$ cat src/sv/grid_nearest_obstacle_search_core_assert.svh
// ---------------------------------------------------------------------------
// Grid nearest obstacle search: assertion macros
// Implication checks on the rising clock edge, off while in reset.
// ---------------------------------------------------------------------------
`ifndef GRID_NEAREST_OBSTACLE_SEARCH_CORE_ASSERT_SVH
`define GRID_NEAREST_OBSTACLE_SEARCH_CORE_ASSERT_SVH
`ifndef SYNTHESIS
`define GNOS_ASSERT_IMPL(lbl, ck, rn, ante, cons) \
  lbl: assert property (@(posedge ck) disable iff (!rn) (ante) |-> (cons)) \
    else $error("same-cycle check failed");
`define GNOS_ASSERT_NEXT(lbl, ck, rn, ante, cons) \
  lbl: assert property (@(posedge ck) disable iff (!rn) (ante) |=> (cons)) \
    else $error("next-cycle check failed");
`else
`define GNOS_ASSERT_IMPL(lbl, ck, rn, ante, cons)
`define GNOS_ASSERT_NEXT(lbl, ck, rn, ante, cons)
`endif
`endif

$ cat src/sv/gnos_pkg.sv
// ---------------------------------------------------------------------------
// Grid nearest obstacle search: package
// Shared types, register indexes, status codes and defaults.
// ---------------------------------------------------------------------------
`default_nettype none
package gnos_pkg;
  localparam int MAP_DIM_DEF    = 256;
  localparam int MAX_RADIUS_DEF = 64;
  localparam int CFG_IDX_W      = 3;
  localparam int CFG_DATA_W     = 24;

  localparam logic [CFG_IDX_W-1:0] REG_PIXEL_SIZE    = 3'd0;
  localparam logic [CFG_IDX_W-1:0] REG_MAP_SIDE      = 3'd1;
  localparam logic [CFG_IDX_W-1:0] REG_WINDOW_RADIUS = 3'd2;
  localparam logic [CFG_IDX_W-1:0] REG_CORNER_X      = 3'd3;
  localparam logic [CFG_IDX_W-1:0] REG_CORNER_Y      = 3'd4;

  localparam logic MODE_WRITE = 1'b0;
  localparam logic MODE_QUERY = 1'b1;

  localparam logic [1:0] STATUS_FOUND   = 2'd0;
  localparam logic [1:0] STATUS_NONE    = 2'd1;
  localparam logic [1:0] STATUS_OUTSIDE = 2'd2;

  localparam logic [23:0]        DIST_MAX = 24'hFFFFFF;
  localparam logic signed [23:0] S24_MAX  = 24'sh7FFFFF;
  localparam logic signed [23:0] S24_MIN  = 24'sh800000;

  localparam logic [15:0] PIXEL_SIZE_RST = 16'd256;
  localparam logic [8:0]  MAP_SIDE_RST   = 9'd256;
  localparam logic [6:0]  RADIUS_RST     = 7'd32;

  typedef struct packed {
    logic               mode;
    logic [7:0]         pixel_col;
    logic [7:0]         pixel_row;
    logic               is_obstacle;
    logic signed [23:0] query_x;
    logic signed [23:0] query_y;
  } in_item_t;

  typedef struct packed {
    logic [1:0]         status;
    logic [23:0]        distance;
    logic signed [23:0] obstacle_x;
    logic signed [23:0] obstacle_y;
  } out_item_t;

  typedef struct packed {
    logic clr_step;
    logic map_write;
    logic q_load;
    logic div_start;
    logic div_sel_y;
    logic cap_x;
    logic cap_y;
    logic scan_init;
    logic scan_step;
    logic sqrt_start;
    logic out_load;
  } ctrl_cmd_t;

  typedef struct packed {
    logic clr_last;
    logic div_done;
    logic outside;
    logic scan_last;
    logic pipe_busy;
    logic found;
    logic sqrt_done;
    logic out_free;
  } dp_sts_t;
endpackage
`default_nettype wire

$ cat src/sv/gnos_ctrl.sv
// ---------------------------------------------------------------------------
// Grid nearest obstacle search: controller
// Sequences map clear, writes, index division, window scan and result.
// ---------------------------------------------------------------------------
`default_nettype none
module gnos_ctrl (
  input  logic                clk,
  input  logic                rst_n,
  input  logic                in_valid,
  input  logic                in_mode,
  output logic                in_ready,
  input  gnos_pkg::dp_sts_t   sts,
  output gnos_pkg::ctrl_cmd_t cmd
);
  localparam logic [3:0] ST_CLEAR  = 4'd0;
  localparam logic [3:0] ST_IDLE   = 4'd1;
  localparam logic [3:0] ST_XSTART = 4'd2;
  localparam logic [3:0] ST_XWAIT  = 4'd3;
  localparam logic [3:0] ST_YSTART = 4'd4;
  localparam logic [3:0] ST_YWAIT  = 4'd5;
  localparam logic [3:0] ST_CHECK  = 4'd6;
  localparam logic [3:0] ST_SCAN   = 4'd7;
  localparam logic [3:0] ST_DRAIN  = 4'd8;
  localparam logic [3:0] ST_ROOT   = 4'd9;
  localparam logic [3:0] ST_DONE   = 4'd10;

  logic [3:0] state_r, state_nxt;

  always_comb begin
    state_nxt = state_r;
    cmd       = '0;
    in_ready  = 1'b0;
    case (state_r)
      ST_CLEAR: begin
        cmd.clr_step = 1'b1;
        if (sts.clr_last) state_nxt = ST_IDLE;
      end
      ST_IDLE: begin
        in_ready = 1'b1;
        if (in_valid) begin
          if (in_mode == gnos_pkg::MODE_QUERY) begin
            cmd.q_load = 1'b1;
            state_nxt  = ST_XSTART;
          end else begin
            cmd.map_write = 1'b1;
          end
        end
      end
      ST_XSTART: begin
        cmd.div_start = 1'b1;
        state_nxt     = ST_XWAIT;
      end
      ST_XWAIT: begin
        if (sts.div_done) begin
          cmd.cap_x = 1'b1;
          state_nxt = ST_YSTART;
        end
      end
      ST_YSTART: begin
        cmd.div_start = 1'b1;
        cmd.div_sel_y = 1'b1;
        state_nxt     = ST_YWAIT;
      end
      ST_YWAIT: begin
        if (sts.div_done) begin
          cmd.cap_y = 1'b1;
          state_nxt = ST_CHECK;
        end
      end
      ST_CHECK: begin
        if (sts.outside) begin
          state_nxt = ST_DONE;
        end else begin
          cmd.scan_init = 1'b1;
          state_nxt     = ST_SCAN;
        end
      end
      ST_SCAN: begin
        cmd.scan_step = 1'b1;
        if (sts.scan_last) state_nxt = ST_DRAIN;
      end
      ST_DRAIN: begin
        if (!sts.pipe_busy) begin
          if (sts.found) begin
            cmd.sqrt_start = 1'b1;
            state_nxt      = ST_ROOT;
          end else begin
            state_nxt = ST_DONE;
          end
        end
      end
      ST_ROOT: begin
        if (sts.sqrt_done) state_nxt = ST_DONE;
      end
      ST_DONE: begin
        if (sts.out_free) begin
          cmd.out_load = 1'b1;
          state_nxt    = ST_IDLE;
        end
      end
      default: state_nxt = ST_IDLE;
    endcase
  end

  always_ff @(posedge clk) begin
    if (!rst_n) state_r <= ST_CLEAR;
    else        state_r <= state_nxt;
  end
endmodule
`default_nettype wire

$ cat config.mk
export PLATFORM = sky130hd
export DESIGN_NAME = gnos_ctrl
export DESIGN_NICKNAME = d
export VERILOG_FILES = /design/src/sv/grid_nearest_obstacle_search_core_assert.svh /design/src/sv/gnos_pkg.sv /design/src/sv/gnos_ctrl.sv
export SDC_FILE = /design/constraint.sdc
export NUM_CORES = 1
export LEC_CHECK = 0
export BUFFER_PORTS_ARGS = -buffer_cell sky130_fd_sc_hd__buf_2
export CAP_MARGIN = 20
export CORE_AREA = 4 4 41 43
export DETAILED_ROUTE_END_ITERATION = 6
export DIE_AREA = 0 0 45 47
export PLACE_DENSITY = 0.74
export SETUP_SLACK_MARGIN = 0.15
export SYNTH_ARGS = -nofsm -noshare
export SYNTH_HDL_FRONTEND = slang
export SYNTH_SLANG_ARGS = --single-unit
$ cat constraint.sdc
create_clock -name clk -period 3.6 [get_ports clk]
set_input_delay 0.36 -clock clk [delete_from_list [all_inputs] [get_ports clk]]
set_output_delay 0.36 -clock clk [all_outputs]
set_load 0.02 [all_outputs]
# Word-level counts from Yosys, hierarchy flattened
# Index checks and enable logic that the tools add are counted.
[totals] ff_bits=4 in_bits=12 wordCells=54
[op_classes] n_reduce_logical=3 muxes=31 n_eq_ne=19
[ops] cell="4-bit one-hot mux with 11 select lines" n=1
[ops] cell="4-bit 2-to-1 mux" n=10
[ops] cell="2-bit != test (second input constant)" n=9
[ops] cell="1-bit 2-to-1 mux" n=17
[ops] cell="4-bit by 3-bit == test with 1-bit output (second input constant)" n=4
[ops] cell="4-bit == test (second input constant)" n=3
[ops] cell="9-bit AND reduction" n=1
[ops] cell="4-bit by 2-bit == test with 1-bit output (second input constant)" n=2
[ops] cell="2-bit 2-to-1 mux" n=3
[ops] cell="4-bit by 1-bit == test with 1-bit output (second input constant)" n=1
[ops] cell="4-bit logical NOT" n=1
[ops] cell="2-bit OR reduction" n=1

# Depth between registers and ports, before layout
# Gate-level depths: netlist of run 1.
[depth] ltp_word=3 ltp_mapped=6

# Least setup slack after synthesis of run 1
# Ideal clock, no wire load.
[synth_path] kind="register -> output" startpoint="register state_r[1]" endpoint="output cmd[9] in the netlist's numbering" arrival_ns=1.481 t_required_ns=3.240 slack_ns=1.759 path_stages_with_launch=5 n_path_buf=1 path_cell_list="dfxtp_1 buf_4 nor4b_2 nand2_1 nor2_1"
[synth_lines] item="from (decl)" line="gnos_ctrl.sv:27" text="logic [3:0] state_r, state_nxt;"
[synth_lines] item="from (signal assigned)" line="gnos_ctrl.sv:107" text="else state_r <= state_nxt;"
[synth_lines] item="to (decl)" line="gnos_ctrl.sv:13" text="output gnos_pkg::ctrl_cmd_t cmd"

==> results.sh, run 1 <==
export IMPL_outcome="finished clean"
export IMPL_classification_of_the_worst_setup_path="reg2out"
export IMPL_power_switching_fraction_pct=48.20
export IMPL_synthesis_area_um2=484.2
export IMPL_power_frac_comb_pct=56.0
export IMPL_crit_fanout=20
export IMPL_clockBufferDepth=2
export IMPL_cts_buffers_inserted=3
export IMPL_setup_viol_count_final=0
export IMPL_share_seq_of_total_power_pct=28.1
export IMPL_cap_viol_max_count=0
export IMPL_placeableCoreArea_um2=1301
export IMPL_chipHeight_um=47
export IMPL_synthesis_instances=65
export IMPL_power_net_switching_mw=0.1823
export IMPL_critical_path_max_stage_delay_ns=0.69
export IMPL_netlist_cell_type_count=37
export IMPL_mostFrequentLayoutCell="sky130_fd_sc_hd__buf_2"
export IMPL_critical_path_cell_by_cell="nor4b_2, and3_1, buf_2"
export IMPL_grt_pass1_wl_um=1938
export IMPL_detailed_place_area_um2=575.6
export IMPL_postLayoutCellArea_um2=598.1
export IMPL_multiInputGateArea_um2=354.1
export IMPL_yosysTopAreaCellShare_pct=16.54
export IMPL_path_buf_inv=1
export IMPL_h_tree_depth_reported_by_cts=1
export IMPL_wirelength_um=1215
export IMPL_slew_headroom_pct=60.36
export IMPL_number_of_antenna_violations_at_the_first_check_in_global_routing=0
export IMPL_timing_max_transition_violations_final=0
export IMPL_drtIter0Drc=12
export IMPL_power_per_cell_area_nw_per_um2=632.5
export IMPL_dp_hpwl_um=916.5
export IMPL_clk_insertion_delay_late_ns=0.25
export IMPL_path_delay_family="flip-flops"
export IMPL_numPlacedInstances=96
export IMPL_largest_register_ff_count=4
export IMPL_rows=13
export IMPL_first_global_vias=450
export IMPL_cts_resized_gates=0
export IMPL_ys_seq_area_share_pct=16.54
export IMPL_top_level_ports=24
export IMPL_timing_final_crit_period_ns=2.092
export IMPL_worstSetupEndpointType="primary output"
export IMPL_layout_nets=98
export IMPL_clock_root_buffer="sky130_fd_sc_hd__clkbuf_4"
export IMPL_ys_flop_type="sky130_fd_sc_hd__dfxtp_1"
export IMPL_synth_area_per_cell_um2=7.449
export IMPL_post_cts_buffers=0
export IMPL_cp_data_required_time_ns=3.24
export IMPL_clk_transition_reported_paths_ns=0.04
export IMPL_vdd_ir_drop_max_mv=0.3079
export IMPL_fin_skew_ns=0.002456
export IMPL_clk_network_pwr_share_pct=15.9
export IMPL_wl_per_cell_um=12.27
export IMPL_hold_class="in2reg"
export IMPL_initial_utilization_pct=37.21
export IMPL_power_leakage_nw=0.2660
export IMPL_clk_sinks=4
export IMPL_grt_ovfl_total=0
export IMPL_place_gp_congestion=0.7573
export IMPL_highest_count_cells_in_the_layout_ignoring_fill_and_taps="23 x sky130_fd_sc_hd__buf_2, 8 x sky130_fd_sc_hd__nand2_1, 4 x sky130_fd_sc_hd__nor3_1, 4 x sky130_fd_sc_hd__dfxtp_1"
export IMPL_total_power_after_layout_mw=0.3783
export IMPL_synth_warning_count=0
export IMPL_max_slew_worst_pin_slew_ns=0.5937
export IMPL_registers_top_by_ff_count="state_r"
export IMPL_syn2layout_area_growth_pct=23.51
export IMPL_grt_start_max_net_pins=21
export IMPL_power_report_internal_total_mw=0.1960
export IMPL_n_antenna_cell=0
export IMPL_gr_usage_all_layers_pct=12.65
export IMPL_ys_async_sr_fraction_pct=0
export IMPL_top_regs="state_r (4)"
export IMPL_synth_area_leaders="sky130_fd_sc_hd__dfxtp_1 17%, sky130_fd_sc_hd__nand2_1 6.2%, sky130_fd_sc_hd__mux2i_1 4.1%, sky130_fd_sc_hd__nor3_1 4.1%, sky130_fd_sc_hd__nor4_1 3.9%"
export IMPL_grt_setup_unrepaired="false"
export IMPL_critPathSlowestCell="sky130_fd_sc_hd__dfxtp_1"
export IMPL_drive_gt1_share_pct=36.90
export IMPL_synth_ff_latch_count=4
export IMPL_critical_path_startpoint_type="flop"
export IMPL_finalNonFillerCells=99
export IMPL_totalNegativeSetupSlack_ns=0
export IMPL_regArea_um2=80.08
export IMPL_post_route_period_util_pct=58.12
export IMPL_dr_drc_count=0
export IMPL_achievable_frequency_ghz=0.4779
export IMPL_fp_dieW_um=45
export IMPL_fillCellCount=145
export IMPL_routed_via_count=557
export IMPL_io_buffers=23
export IMPL_yosys_area_top_type="sky130_fd_sc_hd__dfxtp_1"
export IMPL_avgViaCountPerCell=5.626
export IMPL_drtPass1Iterations=4
export IMPL_hold_viol=0
export IMPL_worst_endpoint_arrival_ns=1.73
export IMPL_dieArea_um2=2115
export IMPL_tritoncts="yes"
export IMPL_mappedNetlistNets=77
export IMPL_final_antenna_net_count=0
export IMPL_synth_edff_count=0
export IMPL_layout_core_utilization_pct=45.96
export IMPL_cts_hold_buffers_added=0
==> worst paths after layout <==
kind         startpoint         end  slack (ns)  depth (start not counted)
max          state_r[0]      cmd[8]        1.51                          3
min               rst_n  state_r[1]        0.43                          2
max reg2reg  state_r[1]  state_r[3]        1.74                          4
min reg2reg  state_r[2]  state_r[2]        0.69                          2
==> worst reg2reg max path, stage by stage, from the launching register on <==
cell and delay [ns]:
sky130_fd_sc_hd__dfxtp_1 0.63, sky130_fd_sc_hd__nor2_1 0.17, sky130_fd_sc_hd__o2111a_1 0.20, sky130_fd_sc_hd__or4_4 0.52, sky130_fd_sc_hd__o32ai_2 0.26
==> synth_stat cells, types with 2 or more instances <==
| cell type | number |
|---|---|
| sky130_fd_sc_hd__nand3b_1 | 2 |
| sky130_fd_sc_hd__nand2b_1 | 2 |
| sky130_fd_sc_hd__clkbuf_1 | 3 |
| sky130_fd_sc_hd__nor3_1 | 4 |
| sky130_fd_sc_hd__nand2_1 | 8 |
| sky130_fd_sc_hd__buf_4 | 2 |
| sky130_fd_sc_hd__dfxtp_1 | 4 |
| sky130_fd_sc_hd__inv_1 | 2 |
| sky130_fd_sc_hd__o21ai_0 | 2 |
| sky130_fd_sc_hd__mux2i_1 | 2 |
| sky130_fd_sc_hd__nor2_1 | 3 |
| sky130_fd_sc_hd__nor4_1 | 3 |
| sky130_fd_sc_hd__nand3_1 | 3 |
| sky130_fd_sc_hd__nor2b_1 | 2 |
==> power by group through the flow <==
stage	clock network (mW)	logic, mW	registers, mW
final	0.0602	0.212	0.106
after global routing	0.0617	0.234	0.113
after detailed placement	0	0.213	0.106
after global placement	0	0.211	0.104
after floorplan	0	0.224	0.0604
after CTS	0.0611	0.214	0.105
==> cell type report <==
| type | count | share of cell area, % |
|---|---|---|
| Timing Repair Buffer | 23 | 19.25 |
| Multi-Input combinational cell | 52 | 59.21 |
| Clock buffer | 3 | 3.766 |
| Inverter | 2 | 1.255 |
| Sequential cell | 4 | 13.39 |
| Tap cell | 15 | 3.138 |
==> kinds of logic (layout without fill, tap and decap cells) <==
group,after synthesis,count (layout),share of synthesized area [%]
and+or+nand+nor,36,36,44.19
AOI/OAI and AO/OA,13,13,23.00
buffers and inverters,9,28,10.33
DFF,4,4,16.54
muxes,2,2,4.135
xor gates and xnor gates,1,1,1.809
==> metrics by stage <==
step           hold WS [ns]  worst slack [ns]
5_1_grt              0.4418             1.344
6_report             0.4258             1.508
2_1_floorplan        0.5109             1.759
3_5_place_dp         0.6760             1.755
4_1_cts              0.4244             1.505
3_3_place_gp         0.6784             1.773
==> per-layer routing <==
metal  routed length, um  track usage, %
met3                 122           3.448
met5                   0               0
met4                  20           7.018
met2                 565           20.34
met1                 507           15.26
(Power assumes the default switching activity.)
==> run 2, diff against run 1 <==
- PLACE_DENSITY: 0.74 -> 0.76
- clock period: 3.6 -> 1.8 ns (I/O delays scaled with it)
==> results.sh, run 2 (synthesis results as in run 1) <==
export IMPL_outcome="finished clean"
export IMPL_cp_data_required_time_ns=1.96
export IMPL_drive_gt1_share_pct=47.19
export IMPL_timing_reg2reg_worst_path_depth=4
export IMPL_achievable_frequency_ghz=0.6339
export IMPL_initial_utilization_pct=37.21
export IMPL_grt_setup_unrepaired="true"
export IMPL_use_met3_pct=0.3831
export IMPL_grt_start_max_net_pins=12
export IMPL_dieArea_um2=2115
export IMPL_io_buffers=23
export IMPL_drtPass1Iterations=4
export IMPL_routed_via_count=587
export IMPL_h_tree_depth_reported_by_cts=1
export IMPL_vdd_ir_drop_max_mv=0.4656
export IMPL_r2r_start="state_r[3]"
export IMPL_wirelength_um=1410
export IMPL_hold_class="in2reg"
export IMPL_top_level_ports=24
export IMPL_max_slew_worst_pin_slew_ns=0.4064
export IMPL_multiInputGateArea_um2=364.1
export IMPL_wl_per_cell_um=13.56
export IMPL_drtIter0Drc=10
export IMPL_critical_path_max_stage_delay_ns=0.40
export IMPL_globalRoute_busiestLayer="met2"
export IMPL_dp_hpwl_um=1072
export IMPL_hold_viol=0
export IMPL_timing_final_crit_period_ns=1.577
export IMPL_regToRegEndpoint="state_r[2]"
export IMPL_dr_drc_count=0
export IMPL_chipHeight_um=47
export IMPL_grt_pass1_wl_um=2346
export IMPL_numPlacedInstances=101
export IMPL_rows=13
export IMPL_timing_max_transition_violations_final=0
export IMPL_worstSetupEndpointType="flop"
export IMPL_critical_path_startpoint_type="flop"
export IMPL_fillCellCount=148
export IMPL_power_per_cell_area_nw_per_um2=1282
export IMPL_finalNonFillerCells=104
export IMPL_setup_viol_count_final=0
export IMPL_clockBufferDepth=2
export IMPL_groute_layer_met1_usage_pct=18.64
export IMPL_post_route_period_util_pct=87.64
export IMPL_gr_usage_all_layers_pct=14.69
export IMPL_fin_skew_ns=0.004695
export IMPL_clock_root_buffer="sky130_fd_sc_hd__clkbuf_4"
export IMPL_cap_viol_max_count=0
export IMPL_holdCritStartpoint="rst_n"
export IMPL_totalNegativeSetupSlack_ns=0
export IMPL_highest_count_cells_in_the_layout_ignoring_fill_and_taps="23 x sky130_fd_sc_hd__buf_2, 8 x sky130_fd_sc_hd__nand2_1, 5 x sky130_fd_sc_hd__buf_4, 4 x sky130_fd_sc_hd__nor3_1"
export IMPL_slew_headroom_pct=72.70
export IMPL_clk_transition_reported_paths_ns=0.04
export IMPL_clk_sinks=4
export IMPL_clk_insertion_delay_late_ns=0.24
export IMPL_syn2layout_area_growth_pct=35.92
export IMPL_n_antenna_cell=0
export IMPL_path_delay_family="simple AND/OR/NAND/NOR gates"
export IMPL_final_antenna_net_count=0
export IMPL_power_leakage_nw=0.2973
export IMPL_fp_dieW_um=45
export IMPL_worst_r2r_setup_slack_ns=0.22
export IMPL_crit_fanout=8
export IMPL_first_global_vias=561
export IMPL_place_gp_congestion=0.8025
export IMPL_mostFrequentLayoutCell="sky130_fd_sc_hd__buf_2"
export IMPL_critical_path_cell_by_cell="or3_1, a211oi_1, or4_4, mux2i_1"
export IMPL_cts_buffers_inserted=3
export IMPL_top_regs="state_r (4)"
export IMPL_number_of_antenna_violations_at_the_first_check_in_global_routing=0
export IMPL_registers_top_by_ff_count="state_r"
export IMPL_path_buf_inv=0
export IMPL_worst_endpoint_arrival_ns=1.73
export IMPL_cts_hold_buffers_added=0
export IMPL_critPathSlowestCell="sky130_fd_sc_hd__or3_1"
export IMPL_post_cts_buffers=0
export IMPL_min_path_cells=2
export IMPL_regArea_um2=92.59
export IMPL_tritoncts="yes"
export IMPL_avgViaCountPerCell=5.644
export IMPL_largest_register_ff_count=4
export IMPL_placeableCoreArea_um2=1301
export IMPL_layout_nets=103
export IMPL_gr_usage_met2_pct=25.99
export IMPL_grt_ovfl_total=0
export IMPL_min_delay_worst_endpoint="state_r[1]"
export IMPL_classification_of_the_worst_setup_path="reg2reg"
-- run 2: through the flow --
step	power, mW	area (um2)	utilization, %	worst slack (ns)	hold WS (ns)
final	0.8438	658.1	50.58	0.2225	0.2643
after global routing	0.9091	658.1	50.58	0.1448	0.2644
after CTS	0.8374	649.4	49.90	0.1636	0.2533
after detailed placement	0.7156	621.8	47.79	0.1062	0.5037
after global placement	0.7039	621.8	47.79	0.1325	0.4985
after floorplan	0.5848	493.0	-	0.2148	0.3309
-- run 2: worst max-delay path by stage --
stage	startpoint	cells past startpoint	to	slack (ns)
6_report	state_r[3]	4	state_r[2]	0.22
5_1_grt	state_r[3]	4	state_r[0]	0.14
4_1_cts	state_r[1]	5	state_r[3]	0.16
3_5_place_dp	state_r[0]	4	state_r[3]	0.11
3_3_place_gp	state_r[0]	4	state_r[3]	0.13
2_1_floorplan	state_r[2]	4	cmd[3]	0.21
-- run 2: worst reg2reg max path: stages (launching register included) --
cell	delay [ns]
sky130_fd_sc_hd__dfxtp_2	0.36
sky130_fd_sc_hd__or3_1	0.40
sky130_fd_sc_hd__a211oi_1	0.35
sky130_fd_sc_hd__or4_4	0.22
sky130_fd_sc_hd__mux2i_1	0.17
-- run 2: timing repair --
item,4_1_cts,5_1_grt
pin swaps,0,2
endpoints found under the setup margin,4,2
gates cloned,0,0
resized for setup,4,5
-- run 2: per-layer routing --
| layer | vias to the layer above | share of wire, % | routed length [um] |
|---|---|---|---|
| met5 | - | 0 | 0 |
| met4 | 0 | 2.1 | 29 |
| met3 | 4 | 7.6 | 107 |
| met2 | 29 | 46 | 650 |
| met1 | 259 | 44 | 623 |
| li1 | 295 | - | - |
-- run 2: cell type report --
cell class	instances	share of cell area (%)
sequential	4	14.07
inverter	2	1.141
tap	15	2.852
clock buffer	3	3.422
multi-input combinational	52	55.32
timing repair buffer	28	23.19
-- run 2: power breakdown --
part / switching, mW / internal [mW]
clock: 0.0366 / 0.0746
sequential: 0.0607 / 0.127
combinational: 0.288 / 0.257
total: 0.386 / 0.458
==> run 3, diff against run 2 <==
- MAX_ROUTING_LAYER: default -> met4
==> results.sh, run 3 (synthesis results as in run 1) <==
export IMPL_final_antenna_net_count=0
export IMPL_total_power_after_layout_mw=0.8435
export IMPL_slew_headroom_pct=72.70
export IMPL_dieArea_um2=2115
export IMPL_path_buf_inv=0
export IMPL_dp_hpwl_um=1072
export IMPL_worstSetupEndpointType="flop"
export IMPL_place_gp_congestion=0.8141
export IMPL_setup_viol_count_final=0
export IMPL_tritoncts="yes"
export IMPL_avgViaCountPerCell=5.654
export IMPL_first_global_vias=561
export IMPL_dr_drc_count=0
export IMPL_initial_utilization_pct=37.21
export IMPL_io_buffers=23
export IMPL_clock_root_buffer="sky130_fd_sc_hd__clkbuf_4"
export IMPL_crit_fanout=8
export IMPL_wl_per_cell_um=13.56
export IMPL_n_antenna_cell=0
export IMPL_wirelength_um=1410
export IMPL_cts_buffers_inserted=3
export IMPL_timing_max_transition_violations_final=0
export IMPL_rows=13
export IMPL_top_regs="state_r (4)"
export IMPL_chipHeight_um=47
export IMPL_post_place_ws_ns=0.1062
export IMPL_post_route_period_util_pct=87.65
export IMPL_vdd_ir_drop_max_mv=0.4654
export IMPL_outcome="finished clean"
export IMPL_routed_via_count=588
export IMPL_layout_nets=103
export IMPL_power_leakage_nw=0.2973
export IMPL_power_per_cell_area_nw_per_um2=1282
export IMPL_mostFrequentLayoutCell="sky130_fd_sc_hd__buf_2"
export IMPL_drive_gt1_share_pct=47.19
export IMPL_h_tree_depth_reported_by_cts=1
export IMPL_gr_usage_all_layers_pct=15.17
export IMPL_fp_dieW_um=45
export IMPL_critical_path_startpoint_type="flop"
export IMPL_clk_insertion_delay_late_ns=0.24
export IMPL_critical_path_cell_by_cell="or3_1, a211oi_1, or4_4, mux2i_1"
export IMPL_clk_sinks=4
export IMPL_placeableCoreArea_um2=1301
export IMPL_critical_path_max_stage_delay_ns=0.40
export IMPL_worst_r2r_setup_slack_ns=0.22
export IMPL_grt_pass1_wl_um=2346
export IMPL_path_delay_family="simple AND/OR/NAND/NOR gates"
export IMPL_timing_final_crit_period_ns=1.578
export IMPL_met2_wirelength_um=651
export IMPL_top_level_ports=24
export IMPL_drtPass1Iterations=4
export IMPL_grt_setup_unrepaired="true"
export IMPL_cp_data_required_time_ns=1.96
export IMPL_classification_of_the_worst_setup_path="reg2reg"
export IMPL_totalNegativeSetupSlack_ns=0
export IMPL_highest_count_cells_in_the_layout_ignoring_fill_and_taps="23 x sky130_fd_sc_hd__buf_2, 8 x sky130_fd_sc_hd__nand2_1, 5 x sky130_fd_sc_hd__buf_4, 4 x sky130_fd_sc_hd__nor3_1"
export IMPL_achievable_frequency_ghz=0.6338
export IMPL_final_setup_worst_slack_ns=0.2223
export IMPL_detail_route_wirelength_met1_um=628
export IMPL_cap_viol_max_count=0
export IMPL_clockBufferDepth=2
export IMPL_worst_endpoint_arrival_ns=1.73
export IMPL_grt_ovfl_total=0
export IMPL_max_slew_worst_pin_slew_ns=0.4064
export IMPL_topRoutingLayerUsed="met4"
export IMPL_syn2layout_area_growth_pct=35.92
export IMPL_hold_class="in2reg"
export IMPL_registers_top_by_ff_count="state_r"
export IMPL_detailroute_wirelength_met3_um=102
export IMPL_fin_skew_ns=0.004696
export IMPL_hold_viol=0
export IMPL_grt_start_max_net_pins=12
export IMPL_final_hold_worst_slack_ns=0.2644
export IMPL_critPathSlowestCell="sky130_fd_sc_hd__or3_1"
export IMPL_largest_register_ff_count=4
export IMPL_clk_transition_reported_paths_ns=0.04
export IMPL_number_of_antenna_violations_at_the_first_check_in_global_routing=0
export IMPL_drtIter0Drc=10
run 3: cell counts in the layout (fill, tap and decap cells not counted):
Identical to the previous run, type by type.
run 3: metrics by stage:
step | utilization [%] | instance area (um2) | cells
4_1_cts | 49.90 | 649.4 | 104
5_1_grt | 50.58 | 658.1 | 104
3_5_place_dp | 47.79 | 621.8 | 101
6_report | 50.58 | 658.1 | 104
3_3_place_gp | 47.79 | 621.8 | 101
2_1_floorplan | - | 493.0 | 65
run 3: area by class of cell:
cell class / count / area (um2)
fillers: 148 / 643.1
multi-input cells: 52 / 364.1
repair buffers: 28 / 152.6
flip-flops and latches: 4 / 92.59
clock buffers: 3 / 22.52
well taps: 15 / 18.77
inverters: 2 / 7.507
run 3: worst paths after layout:
| kind | start | end | cells after the start |
|---|---|---|---|
| max | state_r[3] | state_r[2] | 4 |
| min | rst_n | state_r[1] | 2 |
| max reg2reg | state_r[3] | state_r[2] | 4 |
| min reg2reg | state_r[1] | state_r[1] | 2 |
run 3: power by group:
part | switching, mW | total (mW) | internal (mW)
Sequential | 0.0607 | 0.187 | 0.127
Clock | 0.0366 | 0.111 | 0.0746
Combinational | 0.288 | 0.545 | 0.257
Total | 0.385 | 0.843 | 0.458
run 3: per-layer routing:
layer  global-route usage [%]  vias to the layer above
li1                         -                      295
met1                    18.86                      260
met2                    25.99                       29
met3                        0                        4
met4                    6.433                        0
met5                        -                        -
run 3: what timing repair did:
item,in CTS,in global routing
pin swaps,0,2
gates cloned,0,0
resized for setup,4,5
hold buffers,0,0
endpoints found under the setup margin,4,2
buffers inserted,0,0
